<file path="config.mk">
export PLATFORM = sky130hd
export DESIGN_NAME = block_partition_owner_3d
export DESIGN_NICKNAME = d
export VERILOG_FILES = /design/src/rtl/core/bpo3_pkg.sv /design/src/rtl/core/bpo3_axis.sv /design/src/rtl/core/block_partition_owner_3d.sv
export SDC_FILE = /design/constraint.sdc
export NUM_CORES = 2
export LEC_CHECK = 0
export BUFFER_PORTS_ARGS = -buffer_cell sky130_fd_sc_hd__buf_2
export CORE_MARGIN = 2
export CORE_UTILIZATION = 50
export DETAILED_ROUTE_END_ITERATION = 6
export GPL_ROUTABILITY_DRIVEN = 0
export PLACE_DENSITY = 0.76
export SETUP_SLACK_MARGIN = 0.05
export SLEW_MARGIN = 15
export SYNTH_ARGS = -nofsm -noshare
export SYNTH_HDL_FRONTEND = slang
export SYNTH_SLANG_ARGS = --single-unit
</file>
<file path="constraint.sdc">
create_clock -name clk -period 8.6 [get_ports clk]
set_input_delay 0.43 -clock clk [delete_from_list [all_inputs] [get_ports clk]]
set_output_delay 0.43 -clock clk [all_outputs]
set_load 0.03 [all_outputs]
</file>
<file path="src/rtl/core/bpo3_pkg.sv">
// ----------------------------------------------------------------------------
// bpo3_pkg
// Shared widths, register codes and beat types of the block partition owner.
// ----------------------------------------------------------------------------
package bpo3_pkg;

  localparam int SUB_W    = 10;
  localparam int GRID_W   = 11;
  localparam int PARTS_W  = 5;
  localparam int OWNER_W  = 12;
  localparam int IDX_W    = 5;
  localparam int ADDR_W   = 5;
  localparam int DATA_W   = 32;

  localparam int DEF_MAX_GRID  = 1024;
  localparam int DEF_MAX_PARTS = 16;

  // divider: one zero bit on top of the grid size, DIV_STEPS quotient bits per stage
  localparam int DIV_W      = GRID_W + 1;
  localparam int DIV_STEPS  = 4;
  localparam int DIV_STAGES = DIV_W / DIV_STEPS;

  localparam int AXIS_LAT = DIV_STAGES + 2;
  localparam int PIPE_LAT = AXIS_LAT + 2;

  localparam logic [2:0] REG_GRID_X  = 3'd0;
  localparam logic [2:0] REG_GRID_Y  = 3'd1;
  localparam logic [2:0] REG_GRID_Z  = 3'd2;
  localparam logic [2:0] REG_PARTS_X = 3'd3;
  localparam logic [2:0] REG_PARTS_Y = 3'd4;
  localparam logic [2:0] REG_PARTS_Z = 3'd5;

  typedef struct packed {
    logic [SUB_W-1:0] sub_x;
    logic [SUB_W-1:0] sub_y;
    logic [SUB_W-1:0] sub_z;
  } in_item_t;

  typedef struct packed {
    logic [OWNER_W-1:0] owner;
    logic               in_range;
  } out_item_t;

endpackage

</file>
<file path="src/rtl/core/bpo3_axis.sv">
// ----------------------------------------------------------------------------
// bpo3_axis
// Part index of one subscript along one axis: pipelined n/p division, then
// a compare against every part start and a count of the starts passed.
// ----------------------------------------------------------------------------
module bpo3_axis #(
  parameter int MAX_PARTS = bpo3_pkg::DEF_MAX_PARTS,
  parameter bit BACK      = 1'b0
) (
  input  logic                          clk,
  input  logic [bpo3_pkg::SUB_W-1:0]    s_i,
  input  logic [bpo3_pkg::GRID_W-1:0]   n_i,
  input  logic [bpo3_pkg::PARTS_W-1:0]  p_i,
  output logic [bpo3_pkg::IDX_W-1:0]    idx_o,
  output logic                          inr_o
);

  localparam int NL   = (MAX_PARTS < 31) ? MAX_PARTS : 31;
  localparam int NS   = bpo3_pkg::DIV_STAGES;
  localparam int DW   = bpo3_pkg::DIV_W;
  localparam int PW   = bpo3_pkg::PARTS_W;
  localparam int ST_W = 16;

  logic [DW-1:0]              dvd_src [0:NS-1];
  logic [PW-1:0]              rem_src [0:NS-1];
  logic [DW-1:0]              quo_src [0:NS-1];
  logic [DW-1:0]              dvd_r   [1:NS];
  logic [PW-1:0]              rem_r   [1:NS];
  logic [DW-1:0]              quo_r   [1:NS];
  logic [bpo3_pkg::SUB_W-1:0] s_r     [1:NS];
  logic                       inr_r   [1:NS];
  logic [NL:1]                ge_r;
  logic [bpo3_pkg::SUB_W-1:0] unused_s;
  logic                       inr_c_r;
  logic [bpo3_pkg::IDX_W-1:0] idx_r;
  logic                       inr_o_r;

  assign dvd_src[0] = {1'b0, n_i};
  assign rem_src[0] = '0;
  assign quo_src[0] = '0;
  assign unused_s   = s_r[NS];

  genvar st;
  generate
    for (st = 1; st < NS; st++) begin : g_src
      assign dvd_src[st] = dvd_r[st];
      assign rem_src[st] = rem_r[st];
      assign quo_src[st] = quo_r[st];
    end

    for (st = 0; st < NS; st++) begin : g_div
      logic [DW-1:0] dvd_nxt;
      logic [PW-1:0] rem_nxt;
      logic [DW-1:0] quo_nxt;
      always_comb begin
        logic [PW:0] t;
        dvd_nxt = dvd_src[st];
        rem_nxt = rem_src[st];
        quo_nxt = quo_src[st];
        for (int k = 0; k < bpo3_pkg::DIV_STEPS; k++) begin
          t       = {rem_nxt, dvd_nxt[DW-1]};
          dvd_nxt = {dvd_nxt[DW-2:0], 1'b0};
          if (t >= {1'b0, p_i}) begin
            rem_nxt = PW'(t - {1'b0, p_i});
            quo_nxt = {quo_nxt[DW-2:0], 1'b1};
          end else begin
            rem_nxt = t[PW-1:0];
            quo_nxt = {quo_nxt[DW-2:0], 1'b0};
          end
        end
      end
      always_ff @(posedge clk) begin
        dvd_r[st+1] <= dvd_nxt;
        rem_r[st+1] <= rem_nxt;
        quo_r[st+1] <= quo_nxt;
      end
    end

    for (st = 2; st <= NS; st++) begin : g_carry
      always_ff @(posedge clk) begin
        s_r[st]   <= s_r[st-1];
        inr_r[st] <= inr_r[st-1];
      end
    end
  endgenerate

  always_ff @(posedge clk) begin
    s_r[1]   <= s_i;
    inr_r[1] <= ({1'b0, s_i} < n_i);
  end

  // part start: i*q plus the leftover points handed out before part i
  always_ff @(posedge clk) begin
    logic [ST_W-1:0] start;
    logic [ST_W-1:0] adj;
    logic [PW-1:0]   pr;
    pr = p_i - rem_r[NS];
    for (int i = 1; i <= NL; i++) begin
      if (BACK) begin
        adj = (PW'(i) > pr) ? ST_W'(PW'(i) - pr) : '0;
      end else begin
        adj = (PW'(i) < rem_r[NS]) ? ST_W'(i) : ST_W'(rem_r[NS]);
      end
      start   = ST_W'(ST_W'(i) * ST_W'(quo_r[NS])) + adj;
      ge_r[i] <= (PW'(i) < p_i) && (start <= ST_W'(unused_s));
    end
    inr_c_r <= inr_r[NS];
  end

  always_ff @(posedge clk) begin
    logic [bpo3_pkg::IDX_W-1:0] cnt;
    cnt = '0;
    for (int i = 1; i <= NL; i++) begin
      cnt = cnt + bpo3_pkg::IDX_W'(ge_r[i]);
    end
    idx_r   <= cnt;
    inr_o_r <= inr_c_r;
  end

  assign idx_o = idx_r;
  assign inr_o = inr_o_r;

endmodule

</file>
<file path="src/rtl/core/block_partition_owner_3d.sv">
// ----------------------------------------------------------------------------
// block_partition_owner_3d
// Owning partition of a 3D grid subscript under a block decomposition.
// ----------------------------------------------------------------------------
// One subscript is taken every clock (busy is low outside reset) and its
// result appears on out_item with out_valid after three divider stages per
// axis for n/p, a part-start compare, a count, and two multiply stages to
// fold the axis indices into the owner number. Results cannot be held off;
// the grid and part registers must stay unchanged while beats are in flight.
module block_partition_owner_3d #(
  parameter int MAX_GRID  = bpo3_pkg::DEF_MAX_GRID,
  parameter int MAX_PARTS = bpo3_pkg::DEF_MAX_PARTS
) (
  input  logic                          clk,
  input  logic                          rst_n,
  input  logic                          start,
  output logic                          busy,
  input  bpo3_pkg::in_item_t            in_item,
  output logic                          out_valid,
  output bpo3_pkg::out_item_t           out_item,
  input  logic                          psel,
  input  logic                          penable,
  input  logic                          pwrite,
  input  logic [bpo3_pkg::ADDR_W-1:0]   paddr,
  input  logic [bpo3_pkg::DATA_W-1:0]   pwdata,
  output logic [bpo3_pkg::DATA_W-1:0]   prdata,
  output logic                          pready
);

  localparam int GW = bpo3_pkg::GRID_W;
  localparam int PW = bpo3_pkg::PARTS_W;
  localparam int OW = bpo3_pkg::OWNER_W;
  localparam int IW = bpo3_pkg::IDX_W;
  localparam int PL = bpo3_pkg::PIPE_LAT;

  logic [GW-1:0] grid_x_r, grid_y_r, grid_z_r;
  logic [PW-1:0] parts_x_r, parts_y_r, parts_z_r;
  logic [GW-1:0] nx, ny, nz;
  logic [PW-1:0] px, py, pz;
  logic [2:0]    reg_idx;
  logic          wr_en;

  logic [PL-1:0] vld_r;
  logic [IW-1:0] ix, jy, kz;
  logic          inr_x, inr_y, inr_z;
  logic [OW-1:0] m1_r;
  logic [IW-1:0] kz_r;
  logic          inr6_r;
  logic [OW-1:0] owner_r;
  logic          inr_out_r;

  function automatic logic [GW-1:0] clamp_grid(input logic [GW-1:0] n);
    return (32'(n) > MAX_GRID) ? GW'(MAX_GRID) : n;
  endfunction

  function automatic logic [PW-1:0] clamp_parts(input logic [PW-1:0] p);
    if (p == '0) return PW'(1);
    return (32'(p) > MAX_PARTS) ? PW'(MAX_PARTS) : p;
  endfunction

  assign reg_idx = paddr[4:2];
  assign wr_en   = psel && penable && pwrite;
  assign pready  = 1'b1;
  assign busy    = !rst_n;

  always_ff @(posedge clk) begin
    if (!rst_n) begin
      grid_x_r  <= GW'(1);
      grid_y_r  <= GW'(1);
      grid_z_r  <= GW'(1);
      parts_x_r <= PW'(1);
      parts_y_r <= PW'(1);
      parts_z_r <= PW'(1);
    end else if (wr_en) begin
      case (reg_idx)
        bpo3_pkg::REG_GRID_X:  grid_x_r  <= pwdata[GW-1:0];
        bpo3_pkg::REG_GRID_Y:  grid_y_r  <= pwdata[GW-1:0];
        bpo3_pkg::REG_GRID_Z:  grid_z_r  <= pwdata[GW-1:0];
        bpo3_pkg::REG_PARTS_X: parts_x_r <= pwdata[PW-1:0];
        bpo3_pkg::REG_PARTS_Y: parts_y_r <= pwdata[PW-1:0];
        bpo3_pkg::REG_PARTS_Z: parts_z_r <= pwdata[PW-1:0];
        default: ;
      endcase
    end
  end

  always_comb begin
    case (reg_idx)
      bpo3_pkg::REG_GRID_X:  prdata = 32'(grid_x_r);
      bpo3_pkg::REG_GRID_Y:  prdata = 32'(grid_y_r);
      bpo3_pkg::REG_GRID_Z:  prdata = 32'(grid_z_r);
      bpo3_pkg::REG_PARTS_X: prdata = 32'(parts_x_r);
      bpo3_pkg::REG_PARTS_Y: prdata = 32'(parts_y_r);
      bpo3_pkg::REG_PARTS_Z: prdata = 32'(parts_z_r);
      default:               prdata = '0;
    endcase
  end

  assign nx = clamp_grid(grid_x_r);
  assign ny = clamp_grid(grid_y_r);
  assign nz = clamp_grid(grid_z_r);
  assign px = clamp_parts(parts_x_r);
  assign py = clamp_parts(parts_y_r);
  assign pz = clamp_parts(parts_z_r);

  always_ff @(posedge clk) begin
    if (!rst_n) begin
      vld_r <= '0;
    end else begin
      vld_r <= {vld_r[PL-2:0], start && !busy};
    end
  end

  // leftovers to the first parts on x and z, to the last parts on y
  bpo3_axis #(.MAX_PARTS(MAX_PARTS), .BACK(1'b0)) u_axis_x (
    .clk(clk), .s_i(in_item.sub_x), .n_i(nx), .p_i(px), .idx_o(ix), .inr_o(inr_x)
  );
  bpo3_axis #(.MAX_PARTS(MAX_PARTS), .BACK(1'b1)) u_axis_y (
    .clk(clk), .s_i(in_item.sub_y), .n_i(ny), .p_i(py), .idx_o(jy), .inr_o(inr_y)
  );
  bpo3_axis #(.MAX_PARTS(MAX_PARTS), .BACK(1'b0)) u_axis_z (
    .clk(clk), .s_i(in_item.sub_z), .n_i(nz), .p_i(pz), .idx_o(kz), .inr_o(inr_z)
  );

  always_ff @(posedge clk) begin
    m1_r   <= OW'(OW'(ix) * OW'(py)) + OW'(jy);
    kz_r   <= kz;
    inr6_r <= inr_x && inr_y && inr_z;
  end

  always_ff @(posedge clk) begin
    owner_r   <= inr6_r ? OW'(OW'(m1_r * OW'(pz)) + OW'(kz_r)) : '0;
    inr_out_r <= inr6_r;
  end

  assign out_valid         = vld_r[PL-1];
  assign out_item.owner    = owner_r;
  assign out_item.in_range = inr_out_r;

endmodule

</file>
## Yosys cells after proc, flatten, opt, wreduce, memory -nomap -nowiden

Memory sizes are Yosys's and may differ from the RTL's. A register that Yosys moved wholly into a read port is not among the register bits.
Cells that the tools add are included.

| word-level totals | value |
|---|---|
| bits in registers | 151 |
| memory bits (writable) | 324 |
| input port bits | 73 |
| output and inout bits | 48 |
| logic and storage cells | 613 |
| memories | 15 |

| operators by class | value |
|---|---|
| add/sub/neg operators | 148 |
| $mul | 35 |
| $lt $le $gt $ge | 189 |
| equality and inequality tests | 5 |
| mux-type cells | 136 |
| reductions and logical operators | 64 |

Memory list:

| memory | depth | bits a word | rd ports | clocked after memory_dff | wr ports | line | text |
|---|---|---|---|---|---|---|---|
| u_axis_x.quo_r | 3 | 12 | 3 | 0 | 3 | bpo3_axis.sv:29 | `logic [DW-1:0] quo_r [1:NS];` |
| u_axis_y.quo_r | 3 | 12 | 3 | 0 | 3 | bpo3_axis.sv:29 |  |
| u_axis_z.quo_r | 3 | 12 | 3 | 0 | 3 | bpo3_axis.sv:29 |  |
| u_axis_x.s_r | 3 | 10 | 3 | 0 | 3 | bpo3_axis.sv:30 | `logic [bpo3_pkg::SUB_W-1:0] s_r [1:NS];` |
| u_axis_y.s_r | 3 | 10 | 3 | 0 | 3 | bpo3_axis.sv:30 |  |
| u_axis_z.s_r | 3 | 10 | 3 | 0 | 3 | bpo3_axis.sv:30 |  |
| 9 more memories | -- | -- | -- | -- | -- | -- |  |

Operator list:

| kind | number |
|---|---|
| 16-bit by 10-bit less-or-equal comparator with 1-bit output | 48 |
| 5-bit 2-to-1 mux | 77 |
| 16-bit adder | 24 |
| 16-bit 2-to-1 mux | 16 |
| 5-bit by 1-bit adder with 5-bit output | 42 |
| 4-bit by 5-bit < comparator with 1-bit output (first input constant) | 40 |
| 6-bit by 5-bit >= comparator with 1-bit output | 33 |
| 15-bit by 16-bit adder with 16-bit output | 12 |
| 4-bit by 12-bit multiplier with 16-bit output (first input constant) | 12 |
| 3-bit by 12-bit multiplier with 15-bit output (first input constant) | 12 |
| 5-bit subtractor | 34 |
| 2-bit by 12-bit multiplier with 14-bit output (first input constant) | 9 |
| 3-bit by 5-bit < comparator with 1-bit output (first input constant) | 20 |
| 14-bit by 16-bit adder with 16-bit output | 6 |
| 11-bit one-hot mux with 6 select lines | 1 |
| 1-bit logical AND | 53 |
| 2-bit by 5-bit < comparator with 1-bit output (first input constant) | 10 |
| 12-bit by 16-bit adder with 16-bit output | 3 |
| 13-bit by 16-bit adder with 16-bit output | 3 |
| 4-bit by 5-bit subtractor with 6-bit output (first input constant) | 8 |
| 4-bit by 5-bit greater-than comparator with 1-bit output (first input constant) | 8 |
| 1-bit 2-to-1 mux | 39 |
| 11-bit greater-than comparator (second input constant) | 3 |
| 10-bit by 11-bit < comparator with 1-bit output | 3 |
| other kinds (26) | 61 |

## Logic depth before layout (Yosys ltp)

| depth | value |
|---|---|
| depth after elaboration | 15 |
| mapped depth | 42 |
| mapped depth without buffers | 39 |

## By module

From an unflattened synthesis, not the netlist that was laid out.

| unflattened totals | value |
|---|---|
| cells, all modules | 7709 |
| area total of the unflattened synthesis | 67476.0 um2 |

Modules (own cells, without submodules):

| module | times used | cells an instance | area an instance (um2) | seq. area each (um2) |
|---|---|---|---|---|
| bpo3_axis at u_axis_y | 1 | 2734 | 23582.6 | 2142.1 |
| bpo3_axis at u_axis_z | 1 | 2171 | 19052.0 | 2142.1 |
| bpo3_axis at u_axis_x | 1 | 2123 | 18836.8 | 2142.1 |
| block_partition_owner_3d | 1 | 681 | 6004.5 | 1701.6 |

## Worst setup path after synthesis

No wires, ideal clock.

| path | value |
|---|---|
| kind | reg2reg |
| start | register parts_y_r[4] |
| end | register u_axis_y.rem_r[0][17] (netlist name) |
| library setup time | 95 ps |
| data arrival time | 8257 ps |
| data required time | 8505 ps |
| path slack | 248 ps |
| stages on the path, launching flop included | 38 |
| path buffers | 4 |
| clock period less this slack | 8352 ps |
| cells stage by stage | dfxtp_1 > buf_2 > clkbuf_1 > nor2b_1 > inv_1 > fa_1 > a21o_1 > a21oi_2 > o21ai_1 > mux2_2 > ha_1 > nor2b_1 > o21ai_0 > nand3b_1 > a221oi_2 > inv_2 > o21ai_0 > fa_1 > (+2 left out) > nand2b_1 > a41o_1 > a21o_1 > or2_2 > clkbuf_1 > nor2_1 > a21oi_1 > fa_1 > a21oi_1 > nor2b_1 > o21ai_0 > nand2b_1 > a21oi_1 > nor4b_4 > or2_1 > buf_4 > nor2_1 > a221oi_1 |

RTL lines:

| item | line | text |
|---|---|---|
| start, declared | block_partition_owner_3d.sv:37 | `logic [PW-1:0] parts_x_r, parts_y_r, parts_z_r;` |
| start signal, assigned | block_partition_owner_3d.sv:80 | `bpo3_pkg::REG_PARTS_Y: parts_y_r <= pwdata[PW-1:0];` |

==> metrics.cfg <==
[routing]
drc=0
ant_nets=0
wl_per_cell_um=18.7
routed_wl_um=177000
initialDrtViolationCount=3683
vias_per_cell=5.81
drt_pass1_iterations=6
vias=55100

[yosys]
ys_ff_latch=406
synth-edff-count=0
synth_cells=7484
synth_top_area_share_pct=28.3
synth.avg_cell_area_um2=8.73
async_reset_ff_share_pct=0
synth_top_area_cell=ha_1
yosysUniqueCellTypes=103
synth_ff_type=dfxtp_1
ys_seq_area_share_pct=12.4
ys_warn_count=0
synth.area.top_cells=ha_1, fa_1, dfxtp_1
syn_area_um2=65300

[setup_path]
worstSetupStartpointType=flip-flop
cp_slowest_stage_delay_ns=0.45
startpoint=parts_x_r[1]$_SDFFE_PN0P_
crit_type=flip-flop to flip-flop
reg2reg_slack_ns=0.59
required_ns=9.06
reg2regPathDepth=35
worstSetupEndpoint=u_axis_x.rem_r[0][12]$_DFF_P_
crit_fanout=6
critPathSlowestCell=fa_1
reg2reg_from=parts_x_r[1]$_SDFFE_PN0P_
cp-end-kind=flip-flop
arrival_ns=8.48
regToRegEndpoint=u_axis_x.rem_r[0][12]$_DFF_P_

[final_layout]
final_common_cell=ha_1
layout-drive-gt1-share_pct=5.68
n_antenna_cell=0
syn2layout_area_growth_pct=7.68
final_area_um2=70400
nNetsFinal=9713
layout_common_cells=ha_1, inv_1, a21oi_1

[timing]
whs_ns=0.0311
finClkSkew_ns=0.0385
hold_viol=0
fmax_mhz=125
worst-slew-pin-transition_ns=1.17
slew_viol_final=0
setup_viol_count_final=0
fin_crit_ns=8.01
relSlewSlack_pct=21.8
setup_tns_ns=0
fin_crit_sh_pct=93.2

[placed_design]
dp_hpwl_um=140000
post_dp_cell_area_um2=68600
numPortBuffers=75

[global_routing]
grt_pass1_wl_um=285000
grt_pass1_vias=55500
grt_overflow_total=0
antenna_found_initial=6
grt_max_degree=44
grt_util_all_layers_pct=26.4

[run]
maxCapViolCount=0

[clock_tree]
cts_tree=yes
clk-insertion-delay-late_ns=0.61
clock_path_buffers=3
cts_buffers=43
root_buffer=clkbuf_16
htreeDepth=2
clk_pin_slew_ns=0.07
clock_sinks=406

[floorplan]
core_um2=130000
rows=132
die-area_um2=134000
dieHeight_um=366
num_io_pins=121
start_util_pct=50.4
chipWidth_um=366

[outcome]
outcome=finished clean

[min_path]
hp-class=input pin to flip-flop
whs_path_depth=1

-- critical path: cells and delay by family (launching register included) --
family	cells	cell delay (ns)
buffers and inverters	1	0.06
adders and majority gates	5	1.76
and+or+nand+nor	14	2.37
muxes	2	0.71
DFF	1	0.32
AOI/OAI and AO/OA	13	2.69
-- final cells by class --
type,instances,area [um2]
fillers,11600,59300
multi-input cells,6141,53600
flip-flops and latches,406,8130
inverters,921,3460
well taps,1742,2180
repair buffers,210,1440
clock buffers,49,1140
clock inverters,24,365
-- cells in the mapped netlist, drive strengths merged (18+ instances only) --
| library cell | count |
|---|---|
| a2111oi | 23 |
| a211oi | 46 |
| a21boi | 30 |
| a21o | 211 |
| a21oi | 547 |
| a221oi | 25 |
| a31oi | 59 |
| and2 | 82 |
| and3 | 50 |
| buf | 37 |
| clkbuf | 80 |
| dfxtp | 406 |
| fa | 437 |
| ha | 1480 |
| inv | 917 |
| mux2 | 62 |
| mux2i | 74 |
| nand2 | 445 |
| nand2b | 116 |
| nand3 | 120 |
| nand4 | 69 |
| nor2 | 379 |
| nor2b | 172 |
| nor3 | 111 |
| nor4 | 46 |
| o211ai | 25 |
| o21a | 117 |
| o21ai | 332 |
| o21bai | 54 |
| o22ai | 18 |
| o31ai | 20 |
| or2 | 46 |
| or3 | 35 |
| xnor2 | 382 |
| xor2 | 174 |
-- cell families after synthesis --
kind of cell             count (synthesis)  share of synthesized area, %
AO/OA/AOI/OAI                         1681                          16.5
XOR/XNOR                               556                          7.46
adder cells (fa/ha/maj)               1917                          41.7
buffers and inverters                 1038                          6.14
flip-flops                             406                          12.4
multiplexers                           136                          2.22
other                                    2                        0.0115
AND/OR/NAND/NOR                       1748                          13.5
-- worst min path at each step --
stage                                 from                           to
4_1_cts                        in_item[20]  u_axis_x.s_r[0][10]$_DFF_P_
3_3_place_gp   u_axis_z.s_r[0][27]$_DFF_P_  u_axis_z.s_r[0][37]$_DFF_P_
2_1_floorplan    u_axis_z.idx_o[0]$_DFF_P_              kz_r[0]$_DFF_P_
5_1_grt                        in_item[20]  u_axis_x.s_r[0][10]$_DFF_P_
6_report                       in_item[20]  u_axis_x.s_r[0][10]$_DFF_P_
3_5_place_dp      u_axis_x.inr_c_r$_DFF_P_       u_axis_x.inr_o$_DFF_P_
-- flip-flops by register name, indices dropped and copies added (netlist names), 16 cells and up --
signal / flops
u_axis_x.quo_r: 24
u_axis_x.ge_r: 16
u_axis_y.ge_r: 16
u_axis_x.s_r: 30
u_axis_y.s_r: 30
u_axis_z.ge_r: 16
u_axis_z.s_r: 30
u_axis_y.quo_r: 24
u_axis_z.quo_r: 24
-- metal layers --
layer | track usage (%) | wire length [um] | vias to the layer above | part of all wire, %
li1 | - | - | 26500 | -
met3 | 3.73 | 12700 | 489 | 7.2
met5 | 0 | 44 | - | 0.025
met4 | 10.9 | 7900 | 6 | 4.5
met2 | 44.4 | 81200 | 1830 | 46
met1 | 34.0 | 75400 | 26300 | 43
-- repair_timing --
action,4_1_cts,5_1_grt
endpoints found under the setup margin,0,25
gates resized for setup,0,24
endpoints found under the hold margin,19,0
hold buffers,19,0
buffers inserted,0,2
-- stage by stage --
step,utilization [%],cells,setup WS (ns)
after floorplan,-,7585,0.248
after CTS,54.2,9491,0.336
after global placement,52.9,9399,0.614
after detailed placement,52.9,9399,0.377
after global routing,54.3,9493,-0.0175
final,54.3,9493,0.587
Power is left out: the tool's default activity adds up to more than one toggle a clock period on the data nets, which glitch-free logic cannot reach.
